## config.mk

```make
export PLATFORM = sky130hd
export DESIGN_NAME = articulation_point_finder
export DESIGN_NICKNAME = d
export VERILOG_FILES = /design/src/sv/apf_pkg.sv /design/src/sv/articulation_point_finder.sv
export VERILOG_INCLUDE_DIRS = /design/src /design/src/sv
export SDC_FILE = /design/constraint.sdc
export NUM_CORES = 2
export LEC_CHECK = 0
export BUFFER_PORTS_ARGS = -buffer_cell sky130_fd_sc_hd__buf_2
export CORE_MARGIN = 2
export CORE_UTILIZATION = 30
export CTS_CLUSTER_SIZE = 8
export DETAILED_ROUTE_END_ITERATION = 12
export MAX_ROUTING_LAYER = met4
export PLACE_DENSITY = 0.5
export SLEW_MARGIN = 20
export SYNTH_ARGS = -nofsm -noshare
export SYNTH_HDL_FRONTEND = slang
export SYNTH_SLANG_ARGS = --single-unit
```

## constraint.sdc

```tcl
create_clock -name clk -period 24.5 [get_ports clk]
set_clock_uncertainty 0.2 [all_clocks]
set_input_delay 4.9 -clock clk [delete_from_list [all_inputs] [get_ports clk]]
set_output_delay 4.9 -clock clk [all_outputs]
set_load 0.02 [all_outputs]
```

## src/sv/articulation_point_finder_assert.svh

```systemverilog
// Assertion macros for the articulation point finder.
// Used by articulation_point_finder.sv; no other dependencies.
`ifndef ARTICULATION_POINT_FINDER_ASSERT_SVH
`define ARTICULATION_POINT_FINDER_ASSERT_SVH

// Implication checked at every rising clock edge outside reset.
`define APF_ASSERT_IMP(label, clk, rst_n, a, c, msg) \
  label: assert property (@(posedge clk) disable iff (!rst_n) (a) |-> (c)) else $error(msg);

// Next-cycle implication checked outside reset.
`define APF_ASSERT_NXT(label, clk, rst_n, a, c, msg) \
  label: assert property (@(posedge clk) disable iff (!rst_n) (a) |=> (c)) else $error(msg);

`endif

```

## src/sv/apf_pkg.sv

```systemverilog
// Package for the articulation point finder: sizes, opcodes, parent codes.
// No dependencies.
package apf_pkg;
  localparam int NV = 32;
  localparam int VW = 5;
  localparam int TW = 7;
  localparam int CW = 6;
  localparam logic [1:0] OP_ADD = 2'd0;
  localparam logic [1:0] OP_RUN = 2'd1;
  localparam logic [1:0] OP_CLR = 2'd2;
  localparam logic [1:0] OP_NONE = 2'd3;
  localparam logic [6:0] PAR_ROOT = 7'h7E;
  localparam logic [6:0] PAR_NONE = 7'h7F;
  // per-vertex search record, held in one memory word
  typedef struct packed {
    logic [TW-1:0] disc;
    logic [TW-1:0] low;
    logic [6:0]    par;
    logic [CW-1:0] cnt;
  } vrec_t;
endpackage

```

## src/sv/articulation_point_finder.sv

```systemverilog
// Articulation point finder: adjacency rows plus an iterative depth-first
// low-link search over a per-vertex record memory.
// Depends on apf_pkg and articulation_point_finder_assert.svh.
//
// channel  dir  tdata bits                  tuser         tlast
// in_      in   [4:0] from [9:5] to         [1:0] opcode  -
// out_     out  [4:0] vertex                [0] found     last
// cfg_     in   [5:0] num_vertices          -             -
//
// Add-arc and clear beats finish in the accept cycle. A run scans for unvisited
// roots, descends along each tree arc, reads each other visited neighbour to
// lower the low-link, pops each finished vertex and folds its low-link into
// its parent, then sweeps out the report beats. in_tready and cfg_ready are
// high only when idle; out_tready stalls hold the report sweep. rst_n clears
// control state and the adjacency rows and sets the vertex count to 32.
`include "articulation_point_finder_assert.svh"
module articulation_point_finder (
  input  logic        clk,
  input  logic        rst_n,
  input  logic        in_tvalid,
  output logic        in_tready,
  input  logic [15:0] in_tdata,   // from_vertex, to_vertex
  input  logic [1:0]  in_tuser,   // opcode
  output logic        out_tvalid,
  input  logic        out_tready,
  output logic [7:0]  out_tdata,  // vertex
  output logic        out_tuser,  // found
  output logic        out_tlast,
  input  logic        cfg_valid,
  output logic        cfg_ready,
  input  logic [5:0]  cfg_data
);
  localparam logic [2:0] S_IDLE = 3'd0;
  localparam logic [2:0] S_ROOT = 3'd1;
  localparam logic [2:0] S_STEP = 3'd2;
  localparam logic [2:0] S_BACK = 3'd3;
  localparam logic [2:0] S_POP  = 3'd4;
  localparam logic [2:0] S_REP  = 3'd5;

  logic [2:0] st_r;
  logic [5:0] nv_r;
  logic [apf_pkg::NV-1:0] adj_r [apf_pkg::NV];
  logic [apf_pkg::NV-1:0] vis_r;
  logic [apf_pkg::NV-1:0] cutv_r;
  apf_pkg::vrec_t rec_mem [apf_pkg::NV];
  apf_pkg::vrec_t rd_q_r;
  apf_pkg::vrec_t top_r;   // record of the vertex on top of the stack
  apf_pkg::vrec_t child_rec;
  apf_pkg::vrec_t pop_rec;
  logic rd_en;
  logic [apf_pkg::VW-1:0] rd_a;
  logic wr_en;
  logic [apf_pkg::VW-1:0] wr_a;
  apf_pkg::vrec_t wr_d;
  // stack: vertex and next neighbour per level
  logic [apf_pkg::VW-1:0] sv_r [apf_pkg::NV];
  logic [5:0] sn_r [apf_pkg::NV];
  logic [5:0] sp_r;
  logic [apf_pkg::VW-1:0] tos;
  logic [5:0] idx_r;
  logic [apf_pkg::TW-1:0] clk_r;
  logic [apf_pkg::TW-1:0] clow_r; // low of child just popped
  logic [5:0] n_eff;
  logic [apf_pkg::VW-1:0] u;
  logic [apf_pkg::VW-1:0] pv;
  logic [apf_pkg::NV-1:0] cand;
  logic w_ok;
  logic [apf_pkg::VW-1:0] w;
  logic out_v_r, out_l_r, out_f_r;
  logic [apf_pkg::VW-1:0] out_x_r;
  logic [apf_pkg::VW-1:0] nxt_cut;
  logic nxt_has;
  logic [apf_pkg::NV-1:0] later;
  logic [apf_pkg::NV-1:0] others;

  assign n_eff = (nv_r > 6'(apf_pkg::NV)) ? 6'(apf_pkg::NV) : nv_r;
  assign in_tready = (st_r == S_IDLE);
  assign cfg_ready = (st_r == S_IDLE);
  assign tos = sp_r[4:0] - 5'd1;
  assign u = sv_r[tos];
  assign pv = sv_r[sp_r[4:0] - 5'd2];

  // next neighbour at or above the top's scan index, below n
  always_comb begin
    cand = '0;
    w_ok = 1'b0;
    w = '0;
    for (int i = apf_pkg::NV - 1; i >= 0; i--) begin
      cand[i] = adj_r[u][i] && (6'(i) >= sn_r[tos]) && (6'(i) < n_eff);
      if (cand[i]) begin
        w_ok = 1'b1;
        w = 5'(i);
      end
    end
  end

  // next cut vertex at or above idx, and whether more follow it
  always_comb begin
    nxt_has = 1'b0;
    nxt_cut = '0;
    later = '0;
    for (int i = apf_pkg::NV - 1; i >= 0; i--) begin
      later[i] = cutv_r[i] && (6'(i) >= idx_r) && (6'(i) < n_eff);
      if (later[i]) begin
        nxt_has = 1'b1;
        nxt_cut = 5'(i);
      end
    end
    others = later;
    others[nxt_cut] = 1'b0;
  end

  // fresh record for a child, and the parent record after a child returns
  always_comb begin
    child_rec = '{disc: clk_r + 7'd1, low: clk_r + 7'd1, par: {2'b0, u}, cnt: '0};
    pop_rec = rd_q_r;
    if (rd_q_r.low > clow_r) pop_rec.low = clow_r;
  end

  // record memory: one read, one write port, registered read
  always_ff @(posedge clk) begin
    if (wr_en) rec_mem[wr_a] <= wr_d;
    if (rd_en) rd_q_r <= rec_mem[rd_a];
  end

  // memory traffic: the top is saved when it gets a child or finishes;
  // visited neighbours and the parent are read. No entry is read and
  // written in the same cycle, so no forwarding is needed.
  always_comb begin
    rd_en = 1'b0;
    rd_a = w;
    wr_en = 1'b0;
    wr_a = u;
    wr_d = top_r;
    if (st_r == S_STEP) begin
      if (w_ok && !vis_r[w]) begin
        wr_en = 1'b1;
        if (top_r.cnt != 6'd63) wr_d.cnt = top_r.cnt + 6'd1;
      end else if (w_ok) begin
        rd_en = (w != u);
      end else begin
        wr_en = 1'b1;
        rd_en = (sp_r != 6'd1);
        rd_a = pv;
      end
    end
  end

  // control and search state
  always_ff @(posedge clk) begin
    if (!rst_n) begin
      st_r <= S_IDLE;
      nv_r <= 6'd32;
      sp_r <= '0;
      for (int i = 0; i < apf_pkg::NV; i++) adj_r[i] <= '0;
    end else begin
      if (cfg_valid && cfg_ready) nv_r <= cfg_data;
      case (st_r)
        S_IDLE: begin
          if (in_tvalid && in_tready) begin
            case (in_tuser)
              apf_pkg::OP_ADD: adj_r[in_tdata[4:0]][in_tdata[9:5]] <= 1'b1;
              apf_pkg::OP_CLR: for (int i = 0; i < apf_pkg::NV; i++) adj_r[i] <= '0;
              apf_pkg::OP_RUN: begin
                // records are rewritten on entry, so only the marks clear
                vis_r <= '0;
                cutv_r <= '0;
                clk_r <= '0;
                idx_r <= '0;
                sp_r <= '0;
                st_r <= S_ROOT;
              end
              default: ;
            endcase
          end
        end
        S_ROOT: begin
          if (idx_r >= n_eff) begin
            idx_r <= '0;
            st_r <= S_REP;
          end else if (vis_r[idx_r[4:0]]) begin
            idx_r <= idx_r + 6'd1;
          end else begin
            vis_r[idx_r[4:0]] <= 1'b1;
            clk_r <= clk_r + 7'd1;
            top_r <= '{disc: clk_r + 7'd1, low: clk_r + 7'd1, par: apf_pkg::PAR_ROOT,
                       cnt: '0};
            sv_r[0] <= idx_r[4:0];
            sn_r[0] <= '0;
            sp_r <= 6'd1;
            idx_r <= idx_r + 6'd1;
            st_r <= S_STEP;
          end
        end
        S_STEP: begin
          if (w_ok) begin
            sn_r[tos] <= {1'b0, w} + 6'd1;
            if (!vis_r[w]) begin
              // descend into the new child
              vis_r[w] <= 1'b1;
              clk_r <= clk_r + 7'd1;
              top_r <= child_rec;
              sv_r[sp_r[4:0]] <= w;
              sn_r[sp_r[4:0]] <= '0;
              sp_r <= sp_r + 6'd1;
            end else if (w != u) begin
              st_r <= S_BACK;
            end
          end else begin
            // top finished: leave it
            clk_r <= clk_r + 7'd1;
            if (top_r.par == apf_pkg::PAR_ROOT && top_r.cnt > 6'd1) cutv_r[u] <= 1'b1;
            clow_r <= top_r.low;
            sp_r <= sp_r - 6'd1;
            st_r <= (sp_r == 6'd1) ? S_ROOT : S_POP;
          end
        end
        S_BACK: begin
          if (top_r.low > rd_q_r.disc) top_r.low <= rd_q_r.disc;
          st_r <= S_STEP;
        end
        S_POP: begin
          // parent is back on top; fold in the child's low-link
          top_r <= pop_rec;
          if (rd_q_r.par != apf_pkg::PAR_ROOT && rd_q_r.disc <= clow_r) cutv_r[u] <= 1'b1;
          st_r <= S_STEP;
        end
        S_REP: begin
          if (!out_v_r || out_tready) begin
            if (nxt_has) begin
              idx_r <= {1'b0, nxt_cut} + 6'd1;
              if (others == '0) st_r <= S_IDLE;
            end else begin
              st_r <= S_IDLE;
            end
          end
        end
        default: st_r <= S_IDLE;
      endcase
    end
  end

  // report beat register
  always_ff @(posedge clk) begin
    if (!rst_n) begin
      out_v_r <= 1'b0;
    end else if (st_r == S_REP && (!out_v_r || out_tready)) begin
      out_v_r <= 1'b1;
      out_x_r <= nxt_has ? nxt_cut : '0;
      out_f_r <= nxt_has;
      out_l_r <= !nxt_has || (others == '0);
    end else if (out_tready) begin
      out_v_r <= 1'b0;
    end
  end

  assign out_tvalid = out_v_r;
  assign out_tdata = {3'b0, out_x_r};
  assign out_tuser = out_f_r;
  assign out_tlast = out_l_r;

  `APF_ASSERT_IMP(a_in_idle, clk, rst_n, in_tready, st_r == S_IDLE, "ready outside idle")
  `APF_ASSERT_IMP(a_cfg_idle, clk, rst_n, cfg_ready, st_r == S_IDLE, "config outside idle")
  `APF_ASSERT_IMP(a_sp_rng, clk, rst_n, 1'b1, sp_r <= 6'(apf_pkg::NV), "stack overflow")
  `APF_ASSERT_NXT(a_out_hold, clk, rst_n, out_tvalid && !out_tready, out_tvalid, "beat dropped")
endmodule

```

==> key figures <==
Critical path
  – Worst setup EP type: flop
  – Startpoint types: flop
  – Req. time, crit path: between 20000 and 25000 ps
  – Crit path max fanout: about 120
  – R2R cell count: 31
  – CP max-delay cell: ha_4
  – WS Path Type: reg -> reg
  – Cell mode on critical path: buf_4
  – CP peak stage delay: around 910 ps
  – Worst Path Arrival: around 15000 ps

Placed design
  – Placed cells: roughly 13000
  – Pre-CTS setup slack: between 10000 and 15000 ps
  – Half-perimeter wire length after placement: about 230 mm
  – Placed Area: 0.1082 mm²
  – GP Congestion: a little under 0.9
  – IO buf count: 32

STA
  – Endpoints failing hold: 0
  – Min cycle time layout: ~14000 ps
  – Final setup violation count: 0
  – Final setup TNS: 0 ps
  – Fin crit share: about three fifths
  – Slew HR: approximately 14%
  – Worst setup margin: about 10000 ps
  – Fmax: about 70 MHz
  – Slew Limit Fails: 0
  – Slew @ Worst Pin: 1287 ps
  – RSZ-0062 raised after global routing: false

Hold path
  – Hold depth: 2
  – Hold Path Class: reg -> reg

Route
  – DR vias/cell: between 5 and 6
  – DRC: 0
  – Final wirelength: between 300 and 400 mm
  – Drt wl/cell: ~28 µm
  – Total number of vias: a little under 80000
  – DRT Pass-1 Iters: 6
  – Iter 0 DRT Violations: ~8900
  – Antenna viol nets, final: 0

Layout
  – Share of post-route cells with drive strength above 1: between 10 and 15%
  – Commonest non-fill, non-tap cell in the layout: nand2_1
  – Cell area after layout: approximately 0.12 mm²
  – Non-Filler Instances: roughly 14000
  – Commonest cells after routing, fill and taps aside: nand2_1, dfxtp_1, edfxtp_1
  – Final Net Count: roughly 9000
  – Area delta synth->final: 14.43%

Global routing
  – Largest net degree at the start of global routing: between 200 and 300
  – Number of global-route vias before repair: around 74000
  – GR Util All Layers: 21.84%
  – Overflow left after global routing: 0
  – First-pass GRT wire length: roughly 540 mm
  – Initial antenna violation count: 20

Synthesis
  – Number of synthesized flops with an enable pin: roughly 1200
  – Post-Syn Area per Cell: about 11 µm²
  – Yosys warns: 0
  – Post-Syn Area: between 0.1 and 0.15 mm²
  – Syn Inst Count: 9103
  – Unique masters post-synth: about 110
  – Asr flop ratio synth: 0%
  – Top FF cell, synth: dfxtp_1
  – Sequential share of the synthesized area: between 50% and 60%
  – Register bit total from synthesis: roughly 2400

Clock network
  – Root Driver: clkbuf_16
  – Buffer count from post-CTS setup fixing: 0
  – Worst-Skew Late Latency: 900 ps
  – H-tree depth: 5
  – Reg clk slew, reported paths: around 50 ps
  – Post-CTS Hold Buffers: 0
  – Clk sinks: around 2400
  – Deepest clock path buffer count: 4
  – Num CTS Buffers: about 340
  – TritonCTS clock tree: done
  – Post-CTS resize count: 0

Die
  – DIE AREA: roughly 0.35 mm²
  – Die Ht: approximately 590 µm
  – # rows: approximately 220
  – Die W: 589.5 µm
  – Core box area: roughly 0.34 mm²
  – Initial Util: approximately 30%
  – I/O pins: 42

Status
  – Status: completed

Run
  – Max-cap viol count: 0
==> cell type report <==
class	count	area, µm²
Clock inverter	16	193.9
Tap cell	4557	5702
Clock buffer	410	9067
Timing Repair Buffer	293	2312
Sequential cell	2401	59770
Fill cell	33736	224500
Inverter	67	251.5
Antenna cell	17	42.54
Multi-Input combinational cell	5860	40360
==> Yosys cell counts, drive strengths merged, types with 52 or more instances <==
master,instances,share of area (%)
mux4,159,3.5
buf,259,1.4
a22oi,100,0.75
nor3,117,0.61
clkbuf,518,1.9
dfxtp,1232,24
a22o,588,5.0
nand3,326,1.6
o311ai,53,0.45
mux2i,679,6.6
o21ai,647,3.1
nor2,330,1.2
ha,52,0.63
nand2,1259,4.6
edfxtp,1169,34
inv,65,0.24
and3,88,0.54
a21oi,531,2.6
o22ai,82,0.50
a311oi,54,0.46
==> flip-flops by register name, indices dropped and copies added (netlist names) <==
name / count
adj_r: 1024
rec_mem: 864
sn_r: 192
sv_r: 160
cutv_r: 32
vis_r: 32
top_r: 27
pop_rec: 20
clk_r: 7
clow_r: 7
rd_q_r: 7
idx_r: 6
nv_r: 6
sp_r: 6
out_x_r: 5
st_r: 3
out_tlast: 1
out_tuser: 1
out_tvalid: 1
==> critical path: cells and delay by family (launching register included) <==
family	cells	cell delay, ps
mux	3	540
buf+inv	12	5580
fa+ha+maj	1	910
simple gates	8	3460
flops	1	610
compound gates	7	2060
==> metal layers <==
metal	wire length, µm	up-vias	track usage, %	share of wire [%]
met5	0	-	-	0
met4	14630	0	7.835	3.8
met3	31190	726	3.743	8.2
met2	173100	3467	33.46	45
met1	163100	39663	29.02	43
li1	-	33823	-	-
==> path summary, 6_finish.rpt <==
path	from	end	slack, ps
setup / recovery	sp_r[0]$_SDFFE_PN0P_	pop_rec[8]$_DFFE_PP_	10290
hold / removal	adj_r[22][18]$_DFF_P_	adj_r[22][18]$_DFF_P_	250
setup reg to reg	sp_r[0]$_SDFFE_PN0P_	pop_rec[8]$_DFFE_PP_	10290
hold reg to reg	adj_r[22][18]$_DFF_P_	adj_r[22][18]$_DFF_P_	250
==> cell families after synthesis <==
logic type | Yosys count | share of synthesized area (%)
AO/OA/AOI/OAI | 2438 | 16.06
AND/OR/NAND/NOR | 2459 | 10.86
buffers and inverters | 844 | 3.520
XOR/XNOR | 31 | 0.3041
adder cells (fa/ha/maj) | 52 | 0.6326
flip-flops | 2401 | 58.11
multiplexers | 877 | 10.52
other | 1 | 0.003646
==> metrics by stage <==
| step | hold slack [ps] | util [%] |
|---|---|---|
| 4_1_cts | 247.7 | 34.32 |
| 3_5_place_dp | 236.5 | 31.61 |
| 5_1_grt | 266.7 | 34.39 |
| 6_report | 247.0 | 34.40 |
| 3_3_place_gp | 227.0 | 31.60 |
| 2_1_floorplan | 217.9 | - |
Power is left out: the tool's default activity adds up to more than one toggle a clock period on the data nets, which glitch-free logic cannot reach.
